==> config.mk <==
export PLATFORM = sky130hd
export DESIGN_NAME = double_ended_queue_unit
export DESIGN_NICKNAME = d
export VERILOG_FILES = /design/src/rtl/core/deq_pkg.sv /design/src/rtl/core/double_ended_queue_unit.sv
export SDC_FILE = /design/constraint.sdc
export NUM_CORES = 1
export LEC_CHECK = 0
export BUFFER_PORTS_ARGS = -buffer_cell sky130_fd_sc_hd__buf_2
export CORE_ASPECT_RATIO = 1.75
export CORE_UTILIZATION = 30
export DETAILED_ROUTE_END_ITERATION = 12
export GPL_TIMING_DRIVEN = 1
export PLACE_DENSITY = 0.55
export RECOVER_POWER = 100
export SKIP_LAST_GASP = 1
export SLEW_MARGIN = 20
export SYNTH_ARGS = -nofsm -noshare
export SYNTH_HDL_FRONTEND = slang
export SYNTH_SLANG_ARGS = --single-unit
export TNS_END_PERCENT = 100
==> constraint.sdc <==
create_clock -name clk_i -period 8.45 [get_ports clk_i]
set_input_delay 0.845 -clock clk_i [delete_from_list [all_inputs] [get_ports clk_i]]
set_output_delay 0.845 -clock clk_i [all_outputs]
set_load 0.1 [all_outputs]
==> src/rtl/core/deq_pkg.sv <==
// ----------------------------------------------------------------------------
// deq_pkg: double-ended queue shared types
// Request kinds, result status codes and the underflow pop value.
// ----------------------------------------------------------------------------
package deq_pkg;

  typedef enum logic [2:0] {
    KIND_PUSH_REAR  = 3'd0,
    KIND_PUSH_FRONT = 3'd1,
    KIND_POP_REAR   = 3'd2,
    KIND_POP_FRONT  = 3'd3,
    KIND_QUERY      = 3'd4
  } kind_e;

  typedef enum logic [1:0] {
    STATUS_OK        = 2'd0,
    STATUS_UNDERFLOW = 2'd1,
    STATUS_OVERFLOW  = 2'd2
  } status_e;

  localparam logic signed [31:0] PopUnderflowValue = -32'sd1;

endpackage

==> src/rtl/core/double_ended_queue_unit.sv <==
// ----------------------------------------------------------------------------
// double_ended_queue_unit: bounded deque on a ring buffer
// Push/pop at either end of a DEPTH-entry ring; one result per request.
// ----------------------------------------------------------------------------
// Channel  Dir  Handshake               Payload
// in       in   in_valid_i/in_ready_o   kind_i, push_value_i
// out      out  out_valid_o/out_ready_i pop_value_o, status_o, entry_count_o,
//                                       is_empty_o, front_value_o, rear_value_o
//
// Push, query and pops that leave fewer than two entries: result registered on accept.
// Pops that leave two or more entries pass through the FILL state, where the exposed
// end is refilled by one registered read of the ring memory; no item is taken there.
// Both end values live in registers, so each item needs at most one access.
// Reset clears state, output valid, pointers and count only; the ring memory is not cleared.
// A result waits in the output register; the next item is taken in the same
// cycle that result is taken.
// ----------------------------------------------------------------------------
module double_ended_queue_unit
  import deq_pkg::*;
#(
  parameter int unsigned DEPTH      = 16,
  parameter int unsigned DATA_WIDTH = 32
) (
  input  logic                            clk_i,
  input  logic                            rst_ni,
  input  logic                            in_valid_i,
  output logic                            in_ready_o,
  input  logic [2:0]                      kind_i,
  input  logic signed [31:0]              push_value_i,
  output logic                            out_valid_o,
  input  logic                            out_ready_i,
  output logic signed [31:0]              pop_value_o,
  output logic [1:0]                      status_o,
  output logic [$clog2(DEPTH+1)-1:0]      entry_count_o,
  output logic                            is_empty_o,
  output logic signed [31:0]              front_value_o,
  output logic signed [31:0]              rear_value_o
);

  localparam int unsigned IdxW = $clog2(DEPTH);
  localparam int unsigned CntW = $clog2(DEPTH + 1);

  localparam logic ST_IDLE = 1'b0;
  localparam logic ST_FILL = 1'b1;

  typedef logic [IdxW-1:0]       idx_t;
  typedef logic [CntW-1:0]       cnt_t;
  typedef logic [DATA_WIDTH-1:0] data_t;

  function automatic idx_t idx_inc(input idx_t i);
    return (i == IdxW'(DEPTH - 1)) ? '0 : i + 1'b1;
  endfunction

  function automatic idx_t idx_dec(input idx_t i);
    return (i == '0) ? IdxW'(DEPTH - 1) : i - 1'b1;
  endfunction

  function automatic logic signed [31:0] to_out(input data_t d);
    return 32'($signed(d));
  endfunction

  // ring memory
  data_t mem [DEPTH];
  data_t rd_data_q;
  logic  mem_we, mem_re;
  idx_t  wr_addr, rd_addr;
  data_t wr_data;

  always_ff @(posedge clk_i) begin
    if (mem_we) begin
      mem[wr_addr] <= wr_data;
    end
    if (mem_re) begin
      rd_data_q <= mem[rd_addr];
    end
  end

  // control and end registers
  logic  state_q, state_d;
  idx_t  front_idx_q, front_idx_d;
  idx_t  rear_idx_q, rear_idx_d;
  cnt_t  count_q, count_d;
  data_t front_q, front_d;
  data_t rear_q, rear_d;
  logic  fill_front_q;
  logic  out_valid_q, out_valid_d;

  logic signed [31:0] pop_value_q, front_value_q, rear_value_q;
  status_e            status_q;
  cnt_t               entry_count_q;
  logic               is_empty_q;

  logic    accept, is_push, is_pop, full, empty, do_push, do_pop, need_fill;
  logic    pop_front;
  data_t   push_data;
  status_e status_n;
  logic signed [31:0] pop_n;

  assign in_ready_o = (state_q == ST_IDLE) && (!out_valid_q || out_ready_i);
  assign accept     = in_valid_i && in_ready_o;

  assign is_push   = (kind_i == KIND_PUSH_REAR) || (kind_i == KIND_PUSH_FRONT);
  assign is_pop    = (kind_i == KIND_POP_REAR) || (kind_i == KIND_POP_FRONT);
  assign pop_front = (kind_i == KIND_POP_FRONT);
  assign full      = (count_q == CntW'(DEPTH));
  assign empty     = (count_q == '0);
  assign do_push   = is_push && !full;
  assign do_pop    = is_pop && !empty;
  assign push_data = DATA_WIDTH'(push_value_i);

  always_comb begin
    front_idx_d = front_idx_q;
    rear_idx_d  = rear_idx_q;
    count_d     = count_q;
    front_d     = front_q;
    rear_d      = rear_q;
    mem_we      = 1'b0;
    mem_re      = 1'b0;
    wr_addr     = rear_idx_q;
    rd_addr     = idx_inc(front_idx_q);
    wr_data     = push_data;
    need_fill   = 1'b0;
    status_n    = STATUS_OK;
    pop_n       = '0;

    if (is_push && full) begin
      status_n = STATUS_OVERFLOW;
    end else if (is_pop && empty) begin
      status_n = STATUS_UNDERFLOW;
      pop_n    = PopUnderflowValue;
    end

    if (do_push) begin
      count_d = count_q + 1'b1;
      mem_we  = accept;
      if (kind_i == KIND_PUSH_REAR) begin
        wr_addr    = rear_idx_q;
        rear_idx_d = idx_inc(rear_idx_q);
        rear_d     = push_data;
        if (empty) begin
          front_d = push_data;
        end
      end else begin
        front_idx_d = idx_dec(front_idx_q);
        wr_addr     = idx_dec(front_idx_q);
        front_d     = push_data;
        if (empty) begin
          rear_d = push_data;
        end
      end
    end else if (do_pop) begin
      count_d   = count_q - 1'b1;
      need_fill = (count_q > CntW'(2));
      mem_re    = accept && need_fill;
      if (pop_front) begin
        pop_n       = to_out(front_q);
        front_idx_d = idx_inc(front_idx_q);
        rd_addr     = idx_inc(front_idx_q);
        // single survivor is the rear entry
        front_d     = rear_q;
      end else begin
        pop_n      = to_out(rear_q);
        rear_idx_d = idx_dec(rear_idx_q);
        rd_addr    = idx_dec(idx_dec(rear_idx_q));
        rear_d     = front_q;
      end
    end
  end

  always_comb begin
    state_d     = state_q;
    out_valid_d = out_valid_q;
    if (state_q == ST_FILL) begin
      state_d     = ST_IDLE;
      out_valid_d = 1'b1;
    end else if (accept) begin
      state_d     = need_fill ? ST_FILL : ST_IDLE;
      out_valid_d = !need_fill;
    end else if (out_ready_i) begin
      out_valid_d = 1'b0;
    end
  end

  always_ff @(posedge clk_i or negedge rst_ni) begin
    if (!rst_ni) begin
      state_q     <= ST_IDLE;
      front_idx_q <= '0;
      rear_idx_q  <= '0;
      count_q     <= '0;
      out_valid_q <= 1'b0;
    end else begin
      state_q     <= state_d;
      out_valid_q <= out_valid_d;
      if (accept) begin
        front_idx_q <= front_idx_d;
        rear_idx_q  <= rear_idx_d;
        count_q     <= count_d;
      end
    end
  end

  // end values and result payload
  always_ff @(posedge clk_i) begin
    if (state_q == ST_FILL) begin
      if (fill_front_q) begin
        front_q       <= rd_data_q;
        front_value_q <= to_out(rd_data_q);
      end else begin
        rear_q       <= rd_data_q;
        rear_value_q <= to_out(rd_data_q);
      end
    end else if (accept) begin
      front_q       <= front_d;
      rear_q        <= rear_d;
      fill_front_q  <= pop_front;
      pop_value_q   <= pop_n;
      status_q      <= status_n;
      entry_count_q <= count_d;
      is_empty_q    <= (count_d == '0);
      front_value_q <= (count_d == '0) ? '0 : to_out(front_d);
      rear_value_q  <= (count_d == '0) ? '0 : to_out(rear_d);
    end
  end

  assign out_valid_o   = out_valid_q;
  assign pop_value_o   = pop_value_q;
  assign status_o      = status_q;
  assign entry_count_o = entry_count_q;
  assign is_empty_o    = is_empty_q;
  assign front_value_o = front_value_q;
  assign rear_value_o  = rear_value_q;

endmodule

After elaboration in Yosys (flattened, before gate mapping)
Memory sizes are Yosys's and may differ from the RTL's. A register that Yosys moved wholly into a read port is not among the register bits.
Cells that the tools add are included.
{"block": "word_totals", "register_bits": 184, "ram_bits": 512, "input_bits": 39, "wordCells": 124, "mem_count": 1}
{"block": "classes", "addsub": 7, "order_cmp": 1, "eq_ne": 11, "mux": 60, "bitwise": 1, "reduce_logical": 29}
{"memory": "mem", "words": 16, "width": 32, "rd": 1, "rd_clocked_by_memory_dff": 1, "write_ports": 1, "line_no": "double_ended_queue_unit.sv:63", "rtl": "data_t mem [DEPTH];"}
{"cell": "32-bit 2-to-1 mux", "count": 26}
{"cell": "4-bit 2-to-1 mux", "count": 18}
{"cell": "1-bit 2-to-1 mux", "count": 14}
{"cell": "4-bit zero test", "count": 3}
{"cell": "4-bit by 1-bit subtractor with 4-bit output, second input constant", "count": 3}
{"cell": "5-bit zero test", "count": 2}
{"cell": "5-bit 2-to-1 mux", "count": 2}
{"cell": "4-bit by 1-bit adder with 4-bit output, second input constant", "count": 2}
{"cell": "4-bit equality test, second input constant", "count": 2}
{"cell": "4-bit AND reduction", "count": 2}
{"cell": "1-bit logical AND", "count": 7}
{"cell": "3-bit by 2-bit equality test with 1-bit output, second input constant", "count": 2}
{"cell": "2-bit inequality test, second input constant", "count": 3}
{"cell": "2-bit AND reduction", "count": 3}
{"cell": "2-bit nonzero test", "count": 3}
{"cell": "5-bit by 1-bit adder with 5-bit output, second input constant", "count": 1}
{"cell": "5-bit equality test, second input constant", "count": 1}
{"cell": "5-bit by 2-bit > comparator with 1-bit output, second input constant", "count": 1}
{"cell": "5-bit by 1-bit subtractor with 5-bit output, second input constant", "count": 1}
{"cell": "1-bit zero test", "count": 4}
{"cell": "2-bit by 1-bit inequality test with 1-bit output, second input constant", "count": 2}
{"cell": "3-bit by 1-bit equality test with 1-bit output, second input constant", "count": 1}
{"cell": "3-bit zero test", "count": 1}
{"cell": "1-bit logical OR", "count": 3}
{"cell": "other kinds (2)", "count": 2}

Logic depth before layout (Yosys ltp)
{"block": "logic_depth", "depth_word": 9, "depth_mapped": 11, "ltp_nobuf": 8}

Least setup slack after synthesis
OpenSTA, ideal clock, no wires.
{"block": "synth_path", "path_type": "reg2reg", "start": "reg state_q", "end": "reg rear_q[0] (enable)", "setup_ps": 574, "arrival_ps": 5446, "t_required_ps": 7876, "setup_slack_ps": 2429, "stages_incl_launch_ff": 5, "path_buffers": 2, "cell_sequence": "dfrtp_1 clkbuf_1 clkinv_1 clkbuf_1 o21ai_0"}
{"block": "synth_between", "elab_chain_cells": 5, "elab_cells_between_ends": 6, "cone_classes": "1 x eq/ne; 1 x bitwise; 4 x reduce/logical"}
{"item": "start, declared", "line_no": "double_ended_queue_unit.sv:79", "rtl": "logic state_q, state_d;"}
{"item": "start signal, assigned", "line_no": "double_ended_queue_unit.sv:192", "rtl": "state_q <= state_d;"}
{"item": "1-bit inverter (no source line)"}
{"item": "1-bit logical AND", "line_no": "double_ended_queue_unit.sv:99", "rtl": "assign in_ready_o = (state_q == ST_IDLE) && (!out_valid_q || out_ready_i);"}
{"item": "1-bit logical AND", "line_no": "double_ended_queue_unit.sv:100", "rtl": "assign accept = in_valid_i && in_ready_o;"}
{"item": "2-bit nonzero test (no source line)"}
{"item": "2-bit AND reduction (no source line) *"}
{"item": "end signal, assigned", "line_no": "double_ended_queue_unit.sv:209", "rtl": "rear_q <= rd_data_q;"}
{"item": "end signal, assigned", "line_no": "double_ended_queue_unit.sv:214", "rtl": "rear_q <= rear_d;"}
{"item": "end, declared", "line_no": "double_ended_queue_unit.sv:84", "rtl": "data_t rear_q, rear_d;"}
Every way passes the cells marked *; elsewhere a longest branch is shown, timed or not.
A chain may end at the register's enable or synchronous reset.

Worst setup path in the final report
{"block": "layout_path", "start": "reg count_q[0]", "end": "mem mem[2][7] (netlist bit) (enable)"}
{"block": "layout_between", "elab_chain_cells": 6, "elab_cells_between_ends": 7, "cone_classes": "1 x eq/ne; 4 x mux; 2 x reduce/logical"}
{"item": "start, declared", "line_no": "double_ended_queue_unit.sv:82", "rtl": "cnt_t count_q, count_d;"}
{"item": "start signal, assigned", "line_no": "double_ended_queue_unit.sv:197", "rtl": "count_q <= count_d;"}
{"item": "5-bit equality test *", "line_no": "double_ended_queue_unit.sv:105", "rtl": "assign full = (count_q == CntW'(DEPTH));"}
{"item": "1-bit zero test *", "line_no": "double_ended_queue_unit.sv:107", "rtl": "assign do_push = is_push && !full;"}
{"item": "1-bit logical AND *", "line_no": "double_ended_queue_unit.sv:107"}
{"item": "1-bit 2-to-1 mux", "line_no": "double_ended_queue_unit.sv:133", "rtl": "if (do_push) begin"}
{"item": "1-bit 2-to-1 mux", "line_no": "double_ended_queue_unit.sv:70", "rtl": "if (mem_we) begin"}
{"item": "1-bit 2-to-1 mux (not written as such)", "line_no": "double_ended_queue_unit.sv:71", "rtl": "mem[wr_addr] <= wr_data;"}
{"item": "end, declared", "line_no": "double_ended_queue_unit.sv:63"}
Marked as above.

==> metrics.md <==
| Metric | Value |
|---|---|
| First-pass GRT wire length | 121,200 um |
| Max-cap violations | 23 |
| Logic pwr share | 37.2% |
| Req. time, crit path | 8620 ps |
| Status | finished with violations |
| Distinct cells, synth | 57 |
| Synth area leaders | edfxtp_1, mux4_2, nand2_1 |
| Final wirelength | 81,760 um |
| Worst Tran Pin Value | 3823 ps |
| Vias in the first global route | 18.81k |
| Psw | 4417 uW |
| Synth top cells by count | edfxtp_1, nand2_1, nor2_1, nand3_1, mux4_2 |
| Reg2reg setup slack | 2050 ps |
| Worst setup path endpoint | mem[2][7]$_DFFE_PP_ |
| Core Area | 0.1018 mm^2 |
| Tmin final | 6400 ps |
| RSZ-0062 raised after global routing | no |
| YS warnings | 0 |
| Cells after synthesis | 1,954 |
| Count of pins over their slew limit | 800 |
| I/O Pins | 145 |
| Power Dens Cells | 340.4 mW/mm^2 |
| P_int | 7273 uW |
| Largest area contributor in the synthesized netlist | edfxtp_1 |
| Drt first pass iters | 7 |
| Synth Area per Inst | 15.74 um^2 |
| Setup violators final | 0 |
| Share of the synthesized area in the top cell type | 69.60% |
| Final worst path period share | 75.74% |
| H-Tree Depth | 2 |
| Die H | 425.6 um |
| Port-buffer cells | 144 |
| Mapped Nets | 2,006 |
| Clk buf depth | 3 |
| CP Buf/Inv Count | 3 |
| Initial antenna violation count | 12 |
| CTS tree | built |
| Slew HR | -157.6% |
| Clk sink count | 728 |
| CP max FO | 32 |
| Reg clk slew, reported paths | 80 ps |
| Number of routed nets with antenna violations | 0 |
| # rows | 155 |
| Worst min path class | in -> async |
| Worst-Skew Late Latency | 640 ps |
| Crit-path leading delay family | buffers and inverters |
| Via count | 18.29k |
| Worst VDD drop | 385.3 uV |
| Vias per cell | 5.305 |
| Top-count cell post-synth | edfxtp_1 |
| Worst Reg-to-Reg Cells | 9 |
| Fmax | 156.2 MHz |
| Power share of the clock group | 23.2% |
| Register area share after synthesis | 70.82% |
| Sequential Power Share | 39.6% |
| Failing checks | capacitance limit, slew limit |
| Leakage | 0.01088 uW |
| R2r startpoint | count_q[0]$_DFFE_PN0P_ |
| Worst reg2reg path endpoint | mem[2][7]$_DFFE_PP_ |
| Sw Ratio | 37.78% |
| DP Wirelength | 46,110 um |
| All-Layer GR Usage | 15.57% |
| GP Congestion | 0.8533 |
| # nets final | 2,115 |
| TritonCTS buffer count | 58 |
| CP Depth | 9 |
| Setup TNS | 0 ps |
| Syn Std Cell Area | 0.03076 mm^2 |
| Skew final | 16.47 ps |
| Kind of critical path | reg -> reg |
| Crit-path cells | inv_1 -> ha_1 -> nand4bb_1 -> and2_0 -> nand2_1 -> mux2i_1 -> inv_1 -> nor3_1 -> clkbuf_1 |
| Die area | 0.1039 mm^2 |
| Async set-reset flop share out of synthesis | 2.060% |
| Wire per inst | 23.71 um |
| DRC viols | 0 |
| Postcts setup bufs | 0 |
| Area grow syn2layout | 11.64% |
| Grt total ovfl | 0 |
| Number of synthesized flops with an enable pin | 713 |
| Final hold vios | 0 |
| Slowest stage cell on the critical path | clkbuf_1 |
| Initial Utilization | 30.21% |
| Floorplan die width | 244.1 um |
| Worst Hold Margin | 362.2 ps |
| CP endpoint kind | register |
| # hold bufs at CTS | 0 |
| Share of layout cells above drive strength 1 | 12.12% |
| First-iteration detailed-routing DRC count | 1,610 |
| CTS resizes | 0 |
| Yosys reg bits | 728 |
| Largest net degree at the start of global routing | 90 |
| WP data arrival | 6570 ps |
| Max incr delay on CP | 2360 ps |
| Worst path most repeated cell | inv_1 |
| Root Buffer Master | clkbuf_16 |
| Worst Setup SP | count_q[0]$_DFFE_PN0P_ |
| Startpoint types | register |
| Post-synth top flop | edfxtp_1 |
[power by group through the flow]
stage / Clock [uW] / Combinational (uW) / Sequential [uW]
finish: 2710 / 4340 / 4630
global route: 2880 / 4640 / 4660
CTS: 2780 / 4490 / 4630
detailed placement: 0 / 4470 / 4700
global placement: 0 / 4400 / 4690
floorplan: 0 / 2650 / 5400
[kinds of logic (layout without fill, tap and decap cells)]
logic type               count (synthesis)  in the layout  synth area share (%)
adder cells (fa/ha/maj)                 13             13                0.5287
buffers and inverters                  146            305                 2.188
multiplexers                           166            166                 10.61
flip-flops                             728            728                 70.82
other                                    0              1                     0
AND/OR/NAND/NOR                        615            615                 8.895
AO/OA/AOI/OAI                          273            273                 6.589
XOR/XNOR                                13             13                0.3701
[area by class of cell]
class | count | area (um^2)
well taps | 1334 | 1669
multi-input cells | 1080 | 8187
clock inverters | 37 | 302.8
clock buffers | 73 | 1549
fillers | 9860 | 67470
repair buffers | 183 | 803.3
inverters | 12 | 45.04
flip-flops and latches | 728 | 21790
diodes | 1 | 2.502
[per-layer routing]
layer	vias to the layer above	GRT usage [%]	part of all wire (%)	wire (um)
li1	7911	-	-	-
met1	9508	17.86	38	31080
met2	664	28.72	53	43160
met3	186	2.305	5.5	4461
met4	22	6.302	3.6	2938
met5	-	0	0.15	120
[stage by stage]
stage	utilization, %	setup slack, ps	power, uW	instance area (um^2)	std cells
2_1_floorplan	-	2429	8042	30760	1954
3_3_place_gp	32.44	3396	9086	33030	3336
3_5_place_dp	32.47	3258	9178	33060	3337
4_1_cts	34.29	3449	11900	34910	3447
5_1_grt	33.73	1692	12190	34340	3448
6_report	33.73	2050	11690	34340	3448
[cells in the final DEF, fill, tap and decap left out, types with 16 or more instances in the layout]
master,count
edfxtp_1,713
buf_4,19
mux4_2,128
nand4_1,34
a211oi_1,62
clkbuf_1,170
nor3_1,49
nand3_1,135
nand2_1,223
a22o_1,32
nor2_1,142
o21ai_0,16
clkbuf_16,59
a21oi_1,105
a2111oi_0,31
mux2i_1,35
[registers in the layout (all words and copies together), names as in the netlist, 2 cells and up]
signal and flops:
count_q 5, entry_count_o 5, front_idx_q 4, front_q 32
front_value_o 32, mem 512, pop_value_o 32, rd_data_q 32
rear_idx_q 4, rear_q 32, rear_value_o 32, status_o 2
[worst min-delay path by stage]
| stage | start | end | slack, ps |
|---|---|---|---|
| floorplan | front_idx_q[0]$_DFFE_PN0P_ | front_idx_q[0]$_DFFE_PN0P_ | 530 |
| global placement | front_idx_q[3]$_DFFE_PN0P_ | front_idx_q[3]$_DFFE_PN0P_ | 560 |
| detailed placement | rd_data_q[31]$_DFFE_PP_ | rear_q[31]$_DFFE_PP_ | 610 |
| CTS | rst_ni | front_idx_q[2]$_DFFE_PN0P_ | 110 |
| global route | rst_ni | front_idx_q[2]$_DFFE_PN0P_ | 400 |
| finish | rst_ni | count_q[2]$_DFFE_PN0P_ | 360 |
Power figures use the tool's default switching activity.
